**src/hdl/mwie_pkg.sv**
```systemverilog
`default_nettype none

package mwie_pkg;

  localparam int KEY_W = 32;
  localparam int IDX_W = 11;
  localparam int CNT_W = 12;

  localparam logic [CNT_W-1:0] RADIX_RESET = CNT_W'(1626);
  localparam logic [CNT_W-1:0] RADIX_MAX   = CNT_W'(2048);
  localparam logic [CNT_W-1:0] RADIX_MIN   = CNT_W'(1);

  // Restoring division: one quotient bit per step, a few steps per register stage.
  localparam int STEPS_PER_STAGE = 4;
  localparam int STAGES_PER_DIV  = KEY_W / STEPS_PER_STAGE;
  localparam int NUM_DIVS        = 3;
  localparam int NUM_STAGES      = STAGES_PER_DIV * NUM_DIVS;

  // Work carried down the pipeline. quo starts as the dividend and is shifted
  // left one bit per step while quotient bits enter at the bottom.
  typedef struct packed {
    logic [IDX_W-1:0] rem;
    logic [KEY_W-1:0] quo;
    logic [IDX_W-1:0] first;
    logic [IDX_W-1:0] rem2;
  } work_t;

  // Sum of two residues modulo the radix; both operands are below the radix.
  function automatic logic [IDX_W-1:0] mod_add(input logic [IDX_W-1:0] a,
                                               input logic [IDX_W-1:0] b,
                                               input logic [CNT_W-1:0] radix);
    logic [CNT_W-1:0] sum;
    sum = CNT_W'(a) + CNT_W'(b);
    if (sum >= radix) begin
      sum = sum - radix;
    end
    return sum[IDX_W-1:0];
  endfunction

endpackage

`default_nettype wire

```
**src/hdl/mwie_div_stage.sv**
```systemverilog
`default_nettype none

module mwie_div_stage
  import mwie_pkg::*;
(
  input  wire logic             clk,
  input  wire logic             rst_n,
  input  wire logic             adv,
  input  wire logic [CNT_W-1:0] radix,
  input  wire logic             in_vld,
  input  wire work_t            in_work,
  output logic                  vld_r,
  output work_t                 work_r
);

  work_t work_nxt;

  // A group of restoring division steps on a narrow partial remainder.
  always_comb begin
    logic [CNT_W-1:0] part;
    logic [KEY_W-1:0] q;
    logic [IDX_W-1:0] r;
    r = in_work.rem;
    q = in_work.quo;
    part = '0;
    for (int i = 0; i < STEPS_PER_STAGE; i++) begin
      part = {r, q[KEY_W-1]};
      if (part >= radix) begin
        part = part - radix;
        q = {q[KEY_W-2:0], 1'b1};
      end else begin
        q = {q[KEY_W-2:0], 1'b0};
      end
      r = part[IDX_W-1:0];
    end
    work_nxt       = in_work;
    work_nxt.rem   = r;
    work_nxt.quo   = q;
  end

  always_ff @(posedge clk) begin
    if (!rst_n) begin
      vld_r <= 1'b0;
    end else if (adv) begin
      vld_r <= in_vld;
    end
  end

  always_ff @(posedge clk) begin
    if (adv) begin
      work_r <= work_nxt;
    end
  end

endmodule

`default_nettype wire

```
**src/hdl/mnemonic_word_index_encode.sv**
```systemverilog
`default_nettype none

// Turns one 32-bit key group into three word-list indices in base n, where n
// is the word count register (reset 1626; a written 0 acts as 1 and anything
// above 2048 acts as 2048). The first index is the key group modulo n, the
// second is the quotient plus the first index modulo n, and the third is the
// second quotient plus the second index modulo n. The block takes one beat
// per clock cycle while in_stall is low and gives one result beat for each
// input beat, in order. The path is three restoring dividers by n, each 8
// register stages of 4 quotient bits, then one output register where the two
// modular sums are formed. A stall on a valid output beat freezes the whole
// pipeline, bubbles included, and in_stall follows it in the same cycle.
// Write word_count only while no beat is in flight.
module mnemonic_word_index_encode
  import mwie_pkg::*;
(
  input  wire logic             clk,
  input  wire logic             rst_n,
  input  wire logic             cfg_wr_en,
  input  wire logic [CNT_W-1:0] cfg_wr_data,
  input  wire logic             in_valid,
  output logic                  in_stall,
  input  wire logic [KEY_W-1:0] in_key_group,
  output logic                  out_valid,
  input  wire logic             out_stall,
  output logic [IDX_W-1:0]      out_first_index,
  output logic [IDX_W-1:0]      out_second_index,
  output logic [IDX_W-1:0]      out_third_index
);

  // The register holds the effective radix, clamped when it is written.
  logic [CNT_W-1:0] radix_r;
  logic [CNT_W-1:0] radix_nxt;

  always_comb begin
    if (cfg_wr_data == '0) begin
      radix_nxt = RADIX_MIN;
    end else if (cfg_wr_data > RADIX_MAX) begin
      radix_nxt = RADIX_MAX;
    end else begin
      radix_nxt = cfg_wr_data;
    end
  end

  always_ff @(posedge clk) begin
    if (!rst_n) begin
      radix_r <= RADIX_RESET;
    end else if (cfg_wr_en) begin
      radix_r <= radix_nxt;
    end
  end

  // The pipeline moves whenever the output register is free or being drained.
  logic adv;
  logic out_valid_r;

  assign adv       = !out_valid_r || !out_stall;
  assign in_stall  = !adv;
  assign out_valid = out_valid_r;

  logic  stg_vld  [NUM_STAGES];
  work_t stg_work [NUM_STAGES];

  // At each divider boundary the quotient becomes the next dividend and the
  // remainder just produced is set aside: the key group's remainder is the
  // first index, the first quotient's remainder feeds the second index.
  for (genvar s = 0; s < NUM_STAGES; s++) begin : g_stage
    logic  src_vld;
    work_t src_work;

    if (s == 0) begin : g_head
      assign src_vld  = in_valid;
      assign src_work = '{rem: '0, quo: in_key_group, first: '0, rem2: '0};
    end else if (s == STAGES_PER_DIV) begin : g_second
      assign src_vld  = stg_vld[s-1];
      assign src_work = '{rem: '0, quo: stg_work[s-1].quo,
                          first: stg_work[s-1].rem, rem2: '0};
    end else if (s == 2 * STAGES_PER_DIV) begin : g_third
      assign src_vld  = stg_vld[s-1];
      assign src_work = '{rem: '0, quo: stg_work[s-1].quo,
                          first: stg_work[s-1].first, rem2: stg_work[s-1].rem};
    end else begin : g_mid
      assign src_vld  = stg_vld[s-1];
      assign src_work = stg_work[s-1];
    end

    mwie_div_stage u_stage (
      .clk     (clk),
      .rst_n   (rst_n),
      .adv     (adv),
      .radix   (radix_r),
      .in_vld  (src_vld),
      .in_work (src_work),
      .vld_r   (stg_vld[s]),
      .work_r  (stg_work[s])
    );
  end

  // Output register. The second index is the first index plus the first
  // quotient modulo n, and the third adds the second quotient's residue.
  logic [IDX_W-1:0] first_r;
  logic [IDX_W-1:0] second_r;
  logic [IDX_W-1:0] third_r;
  logic [IDX_W-1:0] second_nxt;
  logic [IDX_W-1:0] third_nxt;

  assign second_nxt = mod_add(stg_work[NUM_STAGES-1].rem2,
                              stg_work[NUM_STAGES-1].first, radix_r);
  assign third_nxt  = mod_add(stg_work[NUM_STAGES-1].rem, second_nxt, radix_r);

  always_ff @(posedge clk) begin
    if (!rst_n) begin
      out_valid_r <= 1'b0;
    end else if (adv) begin
      out_valid_r <= stg_vld[NUM_STAGES-1];
    end
  end

  always_ff @(posedge clk) begin
    if (adv) begin
      first_r  <= stg_work[NUM_STAGES-1].first;
      second_r <= second_nxt;
      third_r  <= third_nxt;
    end
  end

  assign out_first_index  = first_r;
  assign out_second_index = second_r;
  assign out_third_index  = third_r;

  // The clamp keeps the radix within the range every index field can carry.
  a_radix_range: assert property (@(posedge clk) disable iff (!rst_n)
    (radix_r != '0) && (radix_r <= RADIX_MAX))
    else $error("radix register outside 1..2048");

  // Every delivered index is a residue of the current radix.
  a_out_residue: assert property (@(posedge clk) disable iff (!rst_n)
    out_valid_r |-> ((CNT_W'(first_r) < radix_r) && (CNT_W'(second_r) < radix_r)
                     && (CNT_W'(third_r) < radix_r)))
    else $error("result index not below radix");

  // The last divider leaves a remainder below the radix.
  a_last_rem: assert property (@(posedge clk) disable iff (!rst_n)
    stg_vld[NUM_STAGES-1] |-> (CNT_W'(stg_work[NUM_STAGES-1].rem) < radix_r))
    else $error("divider remainder not below radix");

  // A frozen pipeline keeps the output beat in place.
  a_hold: assert property (@(posedge clk) disable iff (!rst_n)
    (out_valid_r && out_stall) |=> (out_valid_r && $stable(first_r)
                                    && $stable(second_r) && $stable(third_r)))
    else $error("output beat changed while stalled");

endmodule

`default_nettype wire

```
**config.mk**
```make
export PLATFORM = sky130hd
export DESIGN_NAME = mnemonic_word_index_encode
export DESIGN_NICKNAME = d
export VERILOG_FILES = /design/src/hdl/mwie_pkg.sv /design/src/hdl/mwie_div_stage.sv /design/src/hdl/mnemonic_word_index_encode.sv
export SDC_FILE = /design/constraint.sdc
export NUM_CORES = 2
export LEC_CHECK = 0
export BUFFER_PORTS_ARGS = -buffer_cell sky130_fd_sc_hd__buf_2
export CORE_MARGIN = 4
export CORE_UTILIZATION = 55
export DETAILED_ROUTE_END_ITERATION = 6
export GPL_ROUTABILITY_DRIVEN = 0
export PLACE_DENSITY = 0.8
export SLEW_MARGIN = 40
export SYNTH_ARGS = -nofsm -noshare
export SYNTH_HDL_FRONTEND = slang
export SYNTH_SLANG_ARGS = --single-unit
```
**constraint.sdc**
```tcl
create_clock -name clk -period 74.6 [get_ports clk]
set_clock_uncertainty 0.05 [all_clocks]
set_input_delay 0 -clock clk [delete_from_list [all_inputs] [get_ports clk]]
set_output_delay 0 -clock clk [all_outputs]
set_load 0.05 [all_outputs]
```
==> results.py <==
metrics = {
    "clock_network": {
        "root_buffer": "clkbuf_16",
        "cts_tree": "built",
        "numCtsBuffers": 137,
        "post_cts_buffers": 0,
        "cts.sinks": 1222,
        "htreeDepth": 4,
        "post_cts_resized": 0,
        "clk_pin_slew_worst_paths_ps": 60,
        "clock_latency_ps": 830,
        "clockBufferDepth": 3,
    },
    "synth": {
        "synth-edff-count": 1185,
        "syn_area_sq_um": 96100,
        "yosys.area_share.xor_xnor_pct": 6.99,
        "ys_ff_latch": 1222,
        "avgSynthCellArea_sq_um": 10.6,
        "yosysMostFrequentCell": "edfxtp_1",
        "ys_seq_area_share_pct": 37.8,
        "synthTopCellsByArea": "edfxtp_1 37%, ha_1 15%, mux2_2 6.9%",
        "synth_compound_area_share_pct": 15.5,
        "synth_top_family_by_area": "adder cells",
        "synthCells": 9085,
        "synth_cell_types": 98,
        "synthSimpleGateAreaFrac_pct": 11.5,
        "ys.flop_type": "edfxtp_1",
        "syn_nets": 10400,
        "synth_area_leader_cell": "edfxtp_1",
        "netlist_top_cells_count": "1,185 x edfxtp_1, 1,168 x ha_1, 611 x a21oi_1",
        "synthMuxAreaShare_pct": 8.52,
        "synthArstFlopShare_pct": 0,
        "synth.top_cell.area_share_pct": 37.0,
        "ys_warn_count": 0,
        "synthAdderAreaFrac_pct": 17.2,
    },
    "routing": {
        "via_per_inst": 6.19,
        "wl_per_cell_um": 19.0,
        "wl_met1_mm": 96.3,
        "first_iter_violations": 5715,
        "routed_wl_mm": 225,
        "drc_errors": 4,
        "met3_length_mm": 13.1,
        "vias": 73100,
        "ant_nets": 0,
        "wl_met2_mm": 106,
        "dr.pass1.iters": 7,
        "highest-signal-layer": "met5",
    },
    "sta": {
        "finalCriticalPeriod_ps": 11110,
        "grt_setup_unrepaired": "no",
        "setup_viol_count_final": 0,
        "fin_hold_ws_ps": 57.7,
        "hold_viol": 0,
        "slew_headroom_pct": 37.1,
        "slew_violations": 0,
        "worstMarginPinSlew_ps": 936,
        "fin_crit_sh_pct": 14.9,
        "tns_ps": 0,
        "fmax_mhz": 90.0,
        "worst_slack_ps": 63490,
    },
    "critical_path": {
        "cp.arrival_ps": 11620,
        "r2r_end": "g_stage[12].u_stage.work_r[60]",
        "crit_path_start_kind": "flop",
        "required_ps": 75110,
        "crit_path_frequent_cell": "buf_4",
        "r2r_slack_ps": 63490,
        "reg2regPathDepth": 35,
        "critPathKind": "flop to flop",
        "max_stage_delay_ps": 650,
        "end_kind": "flop",
        "cp_max_fo": 26,
        "crit_path_top_delay_cell": "a21oi_1",
        "worstReg2RegStart": "radix_r[2]",
    },
    "place": {
        "place.port_buffers": 83,
        "hpwl_mm": 157,
        "dp_slack_ps": 63710,
    },
    "finish": {
        "layout-drive-gt1-share_pct": 12.1,
        "utilization_pct": 60.7,
        "nNetsFinal": 10700,
        "diodes": 0,
        "fillers": 13600,
        "area_growth_pct": 9.86,
    },
    "floorplan": {
        "core_sq_um": 174000,
        "die_h_um": 426,
        "start_util_pct": 55.3,
        "dieArea_sq_um": 181000,
        "rows": 153,
        "die_x_um": 426,
        "pin_count": 84,
    },
    "global_routing": {
        "grt_pass1_wl_mm": 365,
        "antenna_found_initial": 1,
        "grt_pass1_vias": 73300,
        "track_usage_pct": 24.3,
        "grt_max_degree": 99,
        "gr-total-overflow": 0,
    },
    "outcome": {
        "outcome": "finished, violations left",
        "violations": "design-rule violations",
    },
    "worst_hold_path": {
        "min_path_type": "primary input to flop",
        "hp-start": "in_key_group[28]",
        "worst_hold_path.num_cells": 4,
        "min_to": "g_stage[0].u_stage.work_r[54]",
    },
    "job": {
        "drv_cap": 0,
    },
}
==> cell type report <==
class	count	area, sq um	share of cell area [%]
clock inverters	90	1210	1.14
flip-flops and latches	1222	36300	34.4
multi-input cells	7265	57500	54.5
inverters	466	1780	1.69
clock buffers	159	3520	3.34
well taps	2325	2910	2.76
repair buffers	282	2310	2.19
==> sequential cells by signal, indices dropped and copies added, names as in the netlist <==
register	cells
out_third_index	11
out_valid	1
out_first_index	11
radix_r	12
g_stage.u_stage.work_r	1152
out_second_index	11
g_stage.u_stage.vld_r	24
==> worst max-delay path, delay by kind of cell (launching register included) <==
kind | cells | cell delay, ps
flip-flops | 1 | 370
AO/OA/AOI/OAI | 17 | 4510
AND/OR/NAND/NOR | 6 | 1210
multiplexers | 1 | 450
adder cells (fa/ha/maj) | 4 | 1570
buffers and inverters | 7 | 2570
==> worst max-delay path by stage <==
stage / from / end
floorplan: out_valid / g_stage[0].u_stage.work_r[22]
global placement: radix_r[2] / g_stage[12].u_stage.work_r[64]
detailed placement: radix_r[2] / g_stage[12].u_stage.work_r[60]
CTS: radix_r[2] / g_stage[12].u_stage.work_r[60]
global route: radix_r[2] / g_stage[12].u_stage.work_r[58]
finish: radix_r[2] / g_stage[12].u_stage.work_r[60]
==> stage by stage <==
stage | instance area, sq um | cells
after detailed placement | 99800 | 11500
after CTS | 106000 | 11800
after floorplan | 96100 | 9085
after global placement | 99700 | 11500
final | 106000 | 11800
after global routing | 106000 | 11800
==> layer usage <==
layer	global-route usage, %	vias up
met5	0	-
met4	10.0	2
met3	3.60	648
met2	41.3	2415
met1	30.9	35000
li1	-	35100
==> cells by family after synthesis <==
kind of cell    Yosys count
mux                     742
flops                  1222
buf+inv                 598
xor+xnor                767
fa+ha+maj              1265
simple gates           2213
compound gates         2278
==> repair_timing <==
| action | 4_1_cts | 5_1_grt |
|---|---|---|
| hold buffers | 103 | 0 |
| setup endpoints to repair | 0 | 0 |
| hold endpoints to repair | 117 | 0 |
==> cells in the final DEF, fill, tap and decap left out, types with 340 or more instances in the layout <==
master,instances
a21o_1,340
a21oi_1,603
edfxtp_1,1185
ha_1,1168
inv_1,441
mux2_2,593
nand2_1,490
nor2_1,567
o21ai_0,437
xnor2_1,531
Power is left out: the tool's default activity adds up to more than one toggle a clock period on the data nets, which glitch-free logic cannot reach.
